**src/design/assert_macros.svh**
```systemverilog
// ----------------------------------------------------------------------------
// Assertion macros
// Shared wrappers for clocked concurrent assertions, empty when SYNTH is set.
// ----------------------------------------------------------------------------
`ifndef ASSERT_MACROS_SVH
`define ASSERT_MACROS_SVH

`ifndef SYNTH
// The property must hold at every clock edge outside reset.
`define ASSERT_ALWAYS(lbl, clk, rst_n, prop) \
    lbl: assert property (@(posedge clk) disable iff (!rst_n) (prop)) \
        else $error("assertion failed");
// The expression must never be true at a clock edge outside reset.
`define ASSERT_NEVER(lbl, clk, rst_n, expr) \
    lbl: assert property (@(posedge clk) disable iff (!rst_n) !(expr)) \
        else $error("forbidden condition seen");
`else
`define ASSERT_ALWAYS(lbl, clk, rst_n, prop)
`define ASSERT_NEVER(lbl, clk, rst_n, expr)
`endif

`endif

```
**src/design/msort_pkg.sv**
```systemverilog
// ----------------------------------------------------------------------------
// Merge sorter package
// Item type carried from the front end to the sort engine, queue constants.
// ----------------------------------------------------------------------------
package msort_pkg;

    localparam int WORD_W = 32;

    // Queue between the front end and the sort engine.
    localparam int QDEPTH = 4;
    localparam int QPW    = 2;

    // One classified item: keep is low for an element dropped at a full store
    // that still has to close the set, ovf tells whether the set overflowed.
    typedef struct packed {
        logic signed [WORD_W-1:0] value;
        logic                     last;
        logic                     keep;
        logic                     ovf;
    } t_item;

endpackage

```
**src/design/msort_front.sv**
```systemverilog
// ----------------------------------------------------------------------------
// Merge sorter front end
// Accepts elements, counts them per set, drops those beyond capacity and
// marks the closing item with the set's overflow status.
// ----------------------------------------------------------------------------
module msort_front #(
    parameter int CAPACITY = 64
) (
    input  logic                  i_clk,
    input  logic                  i_rst_n,
    input  logic                  i_valid,
    output logic                  o_stall,
    input  logic signed [31:0]    i_value,
    input  logic                  i_last_in,
    output logic                  o_item_valid,
    output msort_pkg::t_item      o_item,
    input  logic                  i_full
);
    import msort_pkg::*;

    localparam int CW = $clog2(CAPACITY + 1);

    logic          r_valid, n_valid;
    t_item         r_item;
    logic [CW-1:0] r_cnt, n_cnt;
    logic          r_ovf, n_ovf;
    logic          accept, push, keep;

    assign o_stall      = r_valid && i_full;
    assign accept       = i_valid && !o_stall;
    assign push         = r_valid && !i_full;
    assign keep         = (r_cnt < CW'(CAPACITY));
    assign o_item_valid = r_valid;
    assign o_item       = r_item;

    always_comb begin
        n_valid = r_valid && !push;
        n_cnt   = r_cnt;
        n_ovf   = r_ovf;
        if (accept) begin
            if (keep || i_last_in) begin
                n_valid = 1'b1;
            end
            if (i_last_in) begin
                n_cnt = '0;
                n_ovf = 1'b0;
            end else if (keep) begin
                n_cnt = r_cnt + CW'(1);
            end else begin
                n_ovf = 1'b1;
            end
        end
    end

    always_ff @(posedge i_clk) begin
        if (!i_rst_n) begin
            r_valid <= 1'b0;
            r_cnt   <= '0;
            r_ovf   <= 1'b0;
        end else begin
            r_valid <= n_valid;
            r_cnt   <= n_cnt;
            r_ovf   <= n_ovf;
        end
    end

    always_ff @(posedge i_clk) begin
        if (accept && (keep || i_last_in)) begin
            r_item.value <= i_value;
            r_item.last  <= i_last_in;
            r_item.keep  <= keep;
            r_item.ovf   <= r_ovf || !keep;
        end
    end

endmodule

```
**config.mk**
```make
export PLATFORM = sky130hd
export DESIGN_NAME = msort_front
export DESIGN_NICKNAME = d
export VERILOG_FILES = /design/src/design/assert_macros.svh /design/src/design/msort_pkg.sv /design/src/design/msort_front.sv
export SDC_FILE = /design/constraint.sdc
export NUM_CORES = 1
export LEC_CHECK = 0
export BUFFER_PORTS_ARGS = -buffer_cell sky130_fd_sc_hd__buf_2
export CAP_MARGIN = 20
export CORE_ASPECT_RATIO = 1.5
export CORE_MARGIN = 10
export CORE_UTILIZATION = 44
export DETAILED_ROUTE_END_ITERATION = 7
export PLACE_DENSITY = 0.84
export SLEW_MARGIN = 20
export SYNTH_ARGS = -nofsm -noshare
export SYNTH_HDL_FRONTEND = slang
export SYNTH_SLANG_ARGS = --single-unit
export TNS_END_PERCENT = 50
```
**constraint.sdc**
```tcl
create_clock -name i_clk -period 3.35 [get_ports i_clk]
set_input_delay 0.1675 -clock i_clk [delete_from_list [all_inputs] [get_ports i_clk]]
set_output_delay 0.1675 -clock i_clk [all_outputs]
set_load 0.005 [all_outputs]
```
=== Yosys cells after proc, flatten, opt, wreduce, memory -nomap -nowiden ===
Cells that the tools add are included.

* Bits in registers: 44
* Bits of input ports: 37
* Output and inout bits: 37

* $add $sub $neg: 1
* Magnitude comparators: 1
* Eq/ne operators: 1
* Mux-type cells: 6
* Reduce and logical (&&, ||, !) cells: 14

{| class="wikitable"
|+ Operators by type and width
! operator !! number
|-
| two-way mux 7 bit || 2
|-
| adder 7 x 1 -> 7 bit, second input constant || 1
|-
| less-than comparator 7 bit, second input constant || 1
|-
| logical AND 1 bit || 5
|-
| logical NOT 1 bit || 4
|-
| two-way mux 1 bit || 4
|-
| AND reduction 2 bit || 2
|-
| logical OR 1 bit || 2
|-
| != test 2 x 1 -> 1 bit, second input constant || 1
|-
| nonzero test 2 bit || 1
|}

=== Logic depth before layout (Yosys ltp) ===
* Depth after elaboration: 6
* Gate-level depth with buffers: 4
* Depth with buffers taken out: 4

=== Least setup slack after synthesis ===
No wires, ideal clock.

* Path kind: flip-flop to flip-flop
* Start point: register r_valid, in the netlist o_item_valid
* End point: register r_item (netlist bit o_item[0]), enable pin
* Library setup time: 0.429 ns
* Arrival time: 2.229 ns
* Setup slack: 0.692 ns
* Cell stages (with the launch flop): 4
* Path buffers: 1
* Cell sequence: dfxtp_1 > a21bo_2 > buf_2 > nor2_1

* Cells in the longest elaborated chain, start to end: 4

{| class="wikitable"
|+ RTL lines
! element !! RTL line !! text
|-
| from (decl) || msort_front.sv:23 || <nowiki>logic r_valid, n_valid;</nowiki>
|-
| from (signal assigned) || msort_front.sv:61 || <nowiki>r_valid <= n_valid;</nowiki>
|-
| logical AND 1 bit || msort_front.sv:29 || <nowiki>assign o_stall = r_valid && i_full;</nowiki>
|-
| logical NOT 1 bit || msort_front.sv:30 || <nowiki>assign accept = i_valid && !o_stall;</nowiki>
|-
| logical AND 1 bit || msort_front.sv:30 ||
|-
| logical AND 1 bit || msort_front.sv:68 || <nowiki>if (accept && (keep || i_last_in)) begin</nowiki>
|-
| to (decl) || msort_front.sv:24 || <nowiki>t_item r_item;</nowiki>
|}

Every way passes these cells.
A chain may end at the register's enable or synchronous reset.

=== Worst setup path in the final report ===
* Start point: register r_valid, in the netlist o_item_valid
* End point: register r_item (netlist bit o_item[2]), enable pin

The elaborated chain is that of the path after synthesis.

==> impl_metrics.csv <==
group,metric,value,unit
logic_synthesis,yosys.area.top_type_share,0.6965,
hold_path,hp-start,"i_value[14]",
die,initial_core_util,0.4503,
status,outcome,"finished clean",
logic_synthesis,synth_edf_count,35,
sta,relSlewSlack,0.6111,
worst_setup_path,ff2ff_path_depth,3,
hold_path,whs_path_depth,1,
logic_synthesis,yosysSeqAreaShare,0.8159,
final_layout,fin_area,2037,µm²
clock_tree,root_buffer,"clkbuf_8",
logic_synthesis,syn_avg_cell_area,17.55,µm²
logic_synthesis,yosys.cell_types.count,24,
routing,wirelength,3600,µm
worst_setup_path,cp.required,3.31,ns
sta,report.final.hold_viol_count,0,
final_layout,final_layout_size_suffix_gt1_frac,0.5181,
worst_setup_path,slowest_delay,0.41,ns
clock_tree,clockBufferDepth,2,
die,die_x,67.82,µm
sta,skew,0.004853,ns
pwr,intPower,897.3,µW
placement,hpwl,2982,µm
sta,rsz0062_at_grt,"false",
placement,port_buffers,73,
die,core_area,3351,µm²
hold_path,hold_path_class,"primary input to flop",
routing,num_vias,1023,
global_route,grt_pass1_wl,5285,µm
routing,firstDrtPassIters,4,
run,cap_violations,0,
final_layout,multiInputGateArea,249.0,µm²
final_layout,seqCellArea,1231,µm²
clock_tree,clkSinkCount,44,
placement,dpl_cell_area,1921,µm²
logic_synthesis,async_flop_share,0,
logic_synthesis,synth-seq-cells,44,
routing,antenna_left,0,
final_layout,final.fill_count,244,
sta,setup-violations-final,0,
routing,routed-wl-met3,485,µm
global_route,grtUsageTotal,0.1116,
pwr,power_density,541.5,nW/µm²
sta,worst_pin_slew,0.5772,ns
global_route,grt_pass1_vias,1014,
worst_setup_path,slowest_stage,"buf_4",
clock_tree,post_cts_buffers,0,
placement,routabilityCongestion,0.7734,
logic_synthesis,syn-num-nets,124,
worst_setup_path,cp_max_fo,28,
final_layout,final_nets,203,
die,ios,74,
pwr,combPwrFrac,0.070,
routing,wl_met2,1801,µm
logic_synthesis,ys.flop_type,"edfxtp_1",
worst_setup_path,cp_cell_sequence,"a21bo_2 > nor2_2 > buf_4",
pwr,p_clk_frac,0.360,
logic_synthesis,synthCells,86,
sta,finalSetupTns,0,ns
die,rows,26,
routing,vias_per_cell,4.918,
global_route,gr-total-overflow,0,
routing,wl_met1,1247,µm
clock_tree,clk_latency,0.28,ns
clock_tree,ctsResizeCount,0,
sta,setup_slack,1.596,ns
die,die_area,6220,µm²
global_route,grt_max_degree,29,
hold_path,min_to,"o_item[17]",
worst_setup_path,cp.arrival,1.71,ns
clock_tree,clkSlewWorstSetupHoldPaths,0.08,ns
clock_tree,htree_levels,2,
worst_setup_path,critPathKind,"flop to flop",
logic_synthesis,yosysTopAreaCell,"edfxtp_1",
final_layout,syn_to_final_growth,34.99,%
clock_tree,numCtsBuffers,5,
sta,fmax,570.0,MHz
worst_setup_path,rr_startpoint,"o_item_valid",
pwr,p_sw_frac,0.1866,
die,die_h,91.73,µm
sta,final.min_clock_period,1.754,ns
clock_tree,cts_tree,"done",
placement,place_ws,1.605,ns
worst_setup_path,rrSetupSlack,1.60,ns
pwr,ir_drop,0.3536,mV
final_layout,diodes,0,
sta,timing.final.crit_share,0.5237,
logic_synthesis,ys_warn_count,0,
worst_setup_path,end_kind,"flop",
sta,drv_slew,0,
logic_synthesis,ys_top_cells_by_area,"edfxtp_1 70%, dfxtp_1 12%, or4_1 2.0%",
routing,drc,0,
routing,top_layer_used,"met4",
pwr,seqPwrFrac,0.570,
pwr,switchingPower,205.8,µW
routing,wire_per_inst,17.31,µm
pwr,power.leakage,0.8246,nW
routing,drt_iter0_drc,38,
worst_setup_path,critPathLaunchType,"flop",
clock_tree,hold_buffers,0,
worst_setup_path,reg2reg_to,"o_item[2]",
global_route,antenna_found_initial,0,
logic_synthesis,netlist_area,1509,µm²
state kept, by name (all words and copies together) (netlist names):
register	cells
r_cnt	7
o_item	35
r_ovf	1
o_item_valid	1
area by class of cell:
class	count	area share
clock buffers	6	0.04054
well taps	42	0.02580
flip-flops and latches	44	0.6044
multi-input cells	36	0.1222
clock inverters	2	0.01658
repair buffers	74	0.1830
inverters	4	0.007371
worst max path at each step:
stage	slack [ns]	start	endpoint
6_report	1.60	o_item_valid	o_item[2]
5_1_grt	1.48	o_item_valid	o_item[27]
2_1_floorplan	0.69	o_item_valid	o_item[0]
3_3_place_gp	1.68	o_item_valid	o_item[12]
4_1_cts	1.59	o_item_valid	o_item[18]
3_5_place_dp	1.61	o_item_valid	o_item[18]
cells in the final DEF (no fill, tap or decap), types with 2 or more instances in the layout:
cell type  synthesis  final
buf_2              1     73
nand2_1            2      2
edfxtp_1          35     35
nand3_1            2      2
a21boi_0           3      3
clkbuf_8           0      6
dfxtp_1            9      9
o21ai_0            3      3
or4_1              4      4
inv_1              4      4
o31ai_1            3      3
o211ai_1           2      2
a21oi_1            5      5
routing by layer:
metal  track usage  up-vias
met1        0.1103      464
met3       0.03654        4
li1              -      490
met5             0        -
met2        0.1950       65
met4       0.06061        0
cells by family after synthesis:
family / Yosys count / synth area share
flops: 44 / 0.8159
compound gates: 18 / 0.07794
simple gates: 16 / 0.07049
buf+inv: 6 / 0.02072
mux: 1 / 0.006634
fa+ha+maj: 1 / 0.008291
stage by stage:
step	utilization	power [mW]	instances	hold WS, ns
6_report	0.6079	1.103	208	0.05777
4_1_cts	0.6079	1.114	208	0.04916
2_1_floorplan	-	0.6639	86	0.2664
5_1_grt	0.6079	1.149	208	0.04215
3_3_place_gp	0.5732	0.7150	200	0.3454
3_5_place_dp	0.5732	0.7207	200	0.3468
worst max-delay path, delay by kind of cell (launching register included):
kind | cells | cell delay (ns)
buf+inv | 1 | 0.41
flops | 1 | 0.33
compound gates | 1 | 0.28
simple gates | 1 | 0.40
cell usage after synthesis (2+ instances only):
master and count:
edfxtp_1 35, dfxtp_1 9, a21oi_1 5, inv_1 4, or4_1 4, a21boi_0 3, o21ai_0 3, o31ai_1 3
nand2_1 2, nand3_1 2, nor2_1 2, o211ai_1 2
power by group through the flow:
stage	Sequential, mW	Clock [mW]	Combinational, mW
floorplan	0.646	0	0.0179
global placement	0.639	0	0.0758
detailed placement	0.642	0	0.0792
CTS	0.629	0.405	0.0794
global route	0.631	0.433	0.0851
finish	0.629	0.397	0.0771
(Power assumes the default switching activity.)
