**src/design/assert_macros.svh**
```systemverilog
// ----------------------------------------------------------------------------
// Assertion macros
// Shared wrappers for clocked concurrent assertions, empty when SYNTH is set.
// ----------------------------------------------------------------------------
`ifndef ASSERT_MACROS_SVH
`define ASSERT_MACROS_SVH

`ifndef SYNTH
// The property must hold at every clock edge outside reset.
`define ASSERT_ALWAYS(lbl, clk, rst_n, prop) \
    lbl: assert property (@(posedge clk) disable iff (!rst_n) (prop)) \
        else $error("assertion failed");
// The expression must never be true at a clock edge outside reset.
`define ASSERT_NEVER(lbl, clk, rst_n, expr) \
    lbl: assert property (@(posedge clk) disable iff (!rst_n) !(expr)) \
        else $error("forbidden condition seen");
`else
`define ASSERT_ALWAYS(lbl, clk, rst_n, prop)
`define ASSERT_NEVER(lbl, clk, rst_n, expr)
`endif

`endif

```
**src/design/msort_pkg.sv**
```systemverilog
// ----------------------------------------------------------------------------
// Merge sorter package
// Item type carried from the front end to the sort engine, queue constants.
// ----------------------------------------------------------------------------
package msort_pkg;

    localparam int WORD_W = 32;

    // Queue between the front end and the sort engine.
    localparam int QDEPTH = 4;
    localparam int QPW    = 2;

    // One classified item: keep is low for an element dropped at a full store
    // that still has to close the set, ovf tells whether the set overflowed.
    typedef struct packed {
        logic signed [WORD_W-1:0] value;
        logic                     last;
        logic                     keep;
        logic                     ovf;
    } t_item;

endpackage

```
**src/design/msort_fifo.sv**
```systemverilog
// ----------------------------------------------------------------------------
// Merge sorter item queue
// Short first-in first-out queue that decouples the front end from the
// sort engine.
// ----------------------------------------------------------------------------
module msort_fifo (
    input  logic                  i_clk,
    input  logic                  i_rst_n,
    input  logic                  i_valid,
    input  msort_pkg::t_item      i_item,
    output logic                  o_full,
    output logic                  o_valid,
    output msort_pkg::t_item      o_item,
    input  logic                  i_pop
);
    import msort_pkg::*;

    t_item            r_mem [QDEPTH];
    logic [QPW-1:0]   r_wp, r_rp;
    logic [QPW:0]     r_cnt;
    logic             push, pop;

    assign o_full  = (r_cnt == (QPW + 1)'(QDEPTH));
    assign o_valid = (r_cnt != '0);
    assign o_item  = r_mem[r_rp];
    assign push    = i_valid && !o_full;
    assign pop     = i_pop && o_valid;

    always_ff @(posedge i_clk) begin
        if (!i_rst_n) begin
            r_wp  <= '0;
            r_rp  <= '0;
            r_cnt <= '0;
        end else begin
            if (push) begin
                r_wp <= r_wp + QPW'(1);
            end
            if (pop) begin
                r_rp <= r_rp + QPW'(1);
            end
            if (push && !pop) begin
                r_cnt <= r_cnt + (QPW + 1)'(1);
            end else if (pop && !push) begin
                r_cnt <= r_cnt - (QPW + 1)'(1);
            end
        end
    end

    always_ff @(posedge i_clk) begin
        if (push) begin
            r_mem[r_wp] <= i_item;
        end
    end

endmodule

```
**config.mk**
```make
export PLATFORM = sky130hd
export DESIGN_NAME = msort_fifo
export DESIGN_NICKNAME = d
export VERILOG_FILES = /design/src/design/assert_macros.svh /design/src/design/msort_pkg.sv /design/src/design/msort_fifo.sv
export SDC_FILE = /design/constraint.sdc
export NUM_CORES = 1
export LEC_CHECK = 0
export BUFFER_PORTS_ARGS = -buffer_cell sky130_fd_sc_hd__buf_2
export CORE_UTILIZATION = 40
export DETAILED_ROUTE_END_ITERATION = 10
export HOLD_SLACK_MARGIN = 0.03
export PLACE_DENSITY = 0.58
export SYNTH_ARGS = -nofsm -noshare
export SYNTH_HDL_FRONTEND = slang
export SYNTH_SLANG_ARGS = --single-unit
```
**constraint.sdc**
```tcl
create_clock -name i_clk -period 5.1 [get_ports i_clk]
set_clock_uncertainty 0.15 [all_clocks]
set_input_delay 0 -clock i_clk [delete_from_list [all_inputs] [get_ports i_clk]]
set_output_delay 0 -clock i_clk [all_outputs]
set_load 0.05 [all_outputs]
```
# Yosys cells after proc, flatten, opt, wreduce, memory -nomap -nowiden
# Memory sizes are Yosys's and may differ from the RTL's. A register that Yosys moved wholly into a read port is not among the register bits.
# Cells that the tools add are included.
dict set report totals {
  reg_bits 7
  ramBits 140
  inputBits 39
  out_inout_bits 37
  word_cells 24
  mem_count 1
}
# memory depth width read_ports rd_clocked_by_memory_dff write_ports line
set mem_list {}
lappend mem_list {r_mem 4 35 1 1 1 msort_fifo.sv:18} ;# t_item r_mem [QDEPTH];
dict set report classes {
  add_sub_neg 4
  n_eq_ne 1
  n_mux 6
  n_reduce_logical 9
}
# cell n
set op_table {}
lappend op_table {{$mux W3} 2}
lappend op_table {{$add A2 B1 Y2 const B} 2}
lappend op_table {{$logic_and A1 B1 Y1} 4}
lappend op_table {{$mux W2} 2}
lappend op_table {{$add A3 B1 Y3 const B} 1}
lappend op_table {{$eq A3 B3 Y1 const B} 1}
lappend op_table {{$logic_not A1 Y1} 3}
lappend op_table {{$reduce_bool A3 Y1} 1}
lappend op_table {{$sub A3 B1 Y3 const B} 1}
lappend op_table {{$mux W1} 2}
lappend op_table {{$reduce_bool A2 Y1} 1}

# Depth between registers and ports, before layout
dict set report logic_depth {
  word_depth 7
  depth_mapped 9
  ltp_nobuf 8
}

# Least setup slack after synthesis
# Ideal clock, no wire load.
dict set report synth_timing {
  path_type {reg2reg}
  startpoint {register r_cnt[2]}
  endpoint {register r_cnt[2]}
  setup_time_ns 0.076
  arrival_ns 2.318
  t_required_ns 4.874
  path_slack_ns 2.556
  path_stages_with_launch 10
  synth_period_minus_slack_ns 2.544
  cell_sequence {dfxtp_1 > nor3b_2 > nor2b_1 > buf_6 > ha_1 > inv_1 > fa_1 > xor2_1 > or3_1 > a21boi_0}
}
dict set report synth_via {
  elab_chain_cells 6
  word_cells_on_any_way 14
}
# element line
set synth_lines {}
lappend synth_lines {{from (decl)} msort_fifo.sv:20} ;# logic [QPW:0] r_cnt;
lappend synth_lines {{from (signal assigned)} msort_fifo.sv:42} ;# r_cnt <= r_cnt + (QPW + 1)'(1);
lappend synth_lines {{from (signal assigned)} msort_fifo.sv:44} ;# r_cnt <= r_cnt - (QPW + 1)'(1);
lappend synth_lines {{$eq A3 B3 Y1 (*)} msort_fifo.sv:23} ;# assign o_full = (r_cnt == (QPW + 1)'(QDEPTH));
lappend synth_lines {{net o_full} msort_fifo.sv:11} ;# output logic o_full,
lappend synth_lines {{$logic_not A1 Y1 (*)} msort_fifo.sv:26} ;# assign push = i_valid && !o_full;
lappend synth_lines {{$logic_and A1 B1 Y1 (*)} msort_fifo.sv:26}
lappend synth_lines {{net push} msort_fifo.sv:21} ;# logic push, pop;
lappend synth_lines {{$logic_not A1 Y1} msort_fifo.sv:43} ;# end else if (pop && !push) begin
lappend synth_lines {{$logic_and A1 B1 Y1} msort_fifo.sv:43}
lappend synth_lines {{$reduce_bool A2 Y1 (no line)} n/a}
# The timed path passes the listed nets; every way through them passes the cells marked *. The select of a mux whose other input is x is not followed.
# A chain may end at the register's enable or synchronous reset.

# Worst setup path after layout
dict set report layout_timing {
  startpoint {register r_cnt[0]}
  endpoint {register r_cnt[2]}
}
dict set report layout_via {
  elab_chain_cells 6
  word_cells_on_any_way 14
}
# element
set layout_lines {}
lappend layout_lines {{branches (longest 6 deep; another with $sub A3 B1 Y3)}}
# Several ways; the timed one is not identified. The select of a mux whose other input is x is not followed.

==> summary.md <==
| Metric | Value |
|---|---|
| Outcome | `finished clean` |
| Average wire per cell in the routed design | `17.1 um` |
| Leading register cell type out of synthesis | `edfxtp_1` |
| Via count of the first global-routing pass | `2,768` |
| IR drop worst, VDD | `0.291 mV` |
| Total placed cells including tap cells | `473` |
| I/O pin count | `76` |
| Post-layout nets | `400` |
| Dominant cell by count in the synthesized netlist | `edfxtp_1` |
| Worst reg2reg setup slack | `2.50 ns` |
| Leakage power figure | `2.40 nW` |
| Gpl congestion | `0.661` |
| Area of the multi-input gates | `1090 um2` |
| Num CTS Buffers | `17` |
| Pin slew with the least headroom to its limit | `0.951 ns` |
| Antenna Cells | `0` |
| Count of buffers added by post-CTS timing repair for setup | `0` |
| Startpoint Class | `register` |
| Setup violation total in the final timing report | `0` |
| Final number of max-transition violations | `0` |
| Insertion delay to the later sink of the worst-skew pair | `0.40 ns` |
| Depth of the worst register-to-register path | `8` |
| Initial Util | `0.415` |
| Number of cells in the finished layout apart from fillers | `544` |
| Cells traversed along the worst timing path | `nor3b_2 > nor2b_1 > ha_1 > inv_1 > fa_1 > xor2_1 > or3_1 > a21boi_0` |
| Largest net degree at the start of global routing | `36` |
| Clock tree from TritonCTS | `done` |
| First element of the critical path | `r_cnt[0]$_SDFFE_PN0P_` |
| Cell taking the most area after synthesis | `edfxtp_1` |
| Util after Layout | `0.521` |
| Cell variety after synth | `24` |
| Class of the most critical hold timing path | `input port to register` |
| Number of enable-type register cells in the synthesized netlist | `140` |
| Post-layout min period | `2.60 ns` |
| Number of synthesized register bits | `149` |
| Detail Placement HPWL | `5370 um` |
| Critical Path Slowest Stage Cell | `dfxtp_1` |
| Maximum clock rate | `385 MHz` |
| Total routed wirelength | `9290 um` |
| Yosys warns | `0` |
| Die span in y | `120 um` |
| CP bufs+invs | `1` |
| Critical path required time | `5.28 ns` |
| Clock tree buffer depth | `2` |
| Worst relative slew slack | `0.366` |
| Clock slew at the register clock pins of the worst setup and hold paths | `0.06 ns` |
| Via density | `4.81` |
| First-pass GRT wire length | `14,600 um` |
| Destination of the worst register-to-register timing path | `r_cnt[2]$_SDFFE_PN0P_` |
| Overall fraction of global-route tracks in use | `0.141` |
| CTS H-Tree Depth | `4` |
| DIE AREA | `14,400 um2` |
| Total via count in the routed design | `2,614` |
| Most used standard cells in the synthesized netlist | `edfxtp_1, mux4_2, dfxtp_1` |
| First-pass DRT Iterations | `4` |
| Reported max-cap violation count | `0` |
| Placeable core region | `13,500 um2` |
| Number of buffers added on ports | `75` |
| Standard-cell row count | `42` |
| Area grow syn2layout | `25.4%` |
| CP Data Arrival Time | `2.78 ns` |
| Net count after synthesis | `276` |
| Mean Syn Cell Area | `24.2 um2` |
| Unrepaired setup endpoints after global routing | `no` |
| Root Buffer | `clkbuf_16` |
| Worst path depth | `8` |
| Filler Cell Count | `1,145` |
| Classification of the worst setup path | `register to register` |
| Number of remaining DRC errors | `0` |
| Flip-flop and latch area | `4390 um2` |
| Last element of the critical path | `r_cnt[2]$_SDFFE_PN0P_` |
| Delay of the slowest critical-path stage | `0.50 ns` |
| Fin Setup TNS | `0 ns` |
| Crit share post-route | `0.510` |
| Fraction of layout cells with a size suffix above 1 | `0.394` |
| Die W | `120 um` |
| Congestion Overflow GR | `0` |
| Netlist area before placement | `5590 um2` |
| Cell types with the largest area share after synthesis | `edfxtp_1, mux4_2, dfxtp_1, ha_1, buf_12` |
| Post-cts gate resize count | `0` |
| Worst reg2reg path startpoint | `r_cnt[0]$_SDFFE_PN0P_` |
| Standard cell area after detailed placement | `6090 um2` |
| Gate count after technology mapping | `231` |
| Power per cell area | `547 nW/um2` |
| Share of async-settable or async-resettable flops after synthesis | `0` |
| Area share of the largest cell type after synthesis | `0.753` |
| Fraction of the yosys area taken by sequential cells | `0.785` |
| Largest driver fanout on the critical path | `7` |
| Post-DRT Antenna Nets | `0` |
| DRC marker count from the first detailed-route iteration | `247` |
| Number of endpoints with negative hold slack in the final report | `0` |
| Initial antenna violation count | `0` |
| Capturing element type of the critical path | `register` |
| Area of all placed cells without fillers | `7010 um2` |
| Cell class contributing the biggest share of worst-path delay | `simple AND/OR/NAND/NOR gates` |
| Sinks on Clock Net | `149` |
==> metal layers <==
metal / GRT usage / part of all wire / vias to the layer above
met5: 0 / 0 / -
met4: 0.0539 / 0.0087 / 0
met3: 0.0471 / 0.052 / 7
met2: 0.228 / 0.50 / 69
met1: 0.176 / 0.44 / 1328
li1: - / - / 1210
==> kinds of logic after synthesis <==
family | count (synthesis) | share of synthesized area
AO/OA/AOI/OAI | 4 | 0.00739
multiplexers | 38 | 0.147
XOR/XNOR | 4 | 0.00627
adder cells (fa/ha/maj) | 6 | 0.0148
buffers and inverters | 13 | 0.0211
flip-flops | 149 | 0.785
AND/OR/NAND/NOR | 17 | 0.0184
==> placed cells by master (no fill, tap or decap), drive strengths merged, types with 2 or more instances in the layout <==
cell type and n:
nor2b 2, buf 76, inv 3, dfxtp 9, dlygate4sd3 39, mux2i 3, clkinv 8, and2 8
mux4 35, clkbuf 21, xnor2 3, clkinvlp 2, edfxtp 140, or3 2, nand2 4, ha 5
==> worst min-delay path by stage <==
stage | start | slack [ns] | depth (start not counted) | endpoint
6_report | i_item[17] | 0.20 | 2 | r_mem[3][17]$_DFFE_PP_
5_1_grt | i_item[14] | 0.19 | 2 | r_mem[3][14]$_DFFE_PP_
4_1_cts | i_item[14] | 0.18 | 2 | r_mem[3][14]$_DFFE_PP_
3_5_place_dp | i_item[34] | 0.07 | 1 | r_mem[0][34]$_DFFE_PP_
3_3_place_gp | i_item[25] | 0.07 | 1 | r_mem[0][25]$_DFFE_PP_
2_1_floorplan | i_item[0] | -0.05 | 0 | r_mem[0][0]$_DFFE_PP_
==> report_power, final <==
part	internal, W	switching, W
Sequential	0.00149	0.0000671
Combinational	0.000385	0.000793
Clock	0.000662	0.000437
Total	0.00254	0.00130
==> through the flow <==
| stage | hold slack (ns) | setup slack, ns | power, W |
|---|---|---|---|
| floorplan | -0.0511 | 2.56 | 0.00255 |
| global placement | 0.0660 | 2.65 | 0.00275 |
| detailed placement | 0.0722 | 2.49 | 0.00276 |
| CTS | 0.182 | 2.48 | 0.00388 |
| global route | 0.187 | 2.35 | 0.00399 |
| finish | 0.201 | 2.50 | 0.00383 |
==> area by class of cell <==
class / instances / share of cell area
Clock buffer: 21 / 0.0629
Clock inverter: 11 / 0.0123
Inverter: 3 / 0.00161
Multi-Input combinational cell: 69 / 0.155
Sequential cell: 149 / 0.626
Tap cell: 176 / 0.0314
Timing Repair Buffer: 115 / 0.110
==> sequential cells by signal, indices dropped and copies added, names as in the netlist, named ones only <==
signal  cells
r_cnt       3
r_mem     140
r_rp        2
r_wp        2
==> repair_timing <==
item                                    CTS  global route
endpoints found under the setup margin    0             0
hold buffers                             39             0
endpoints found under the hold margin   149             0
(Power assumes the default switching activity.)
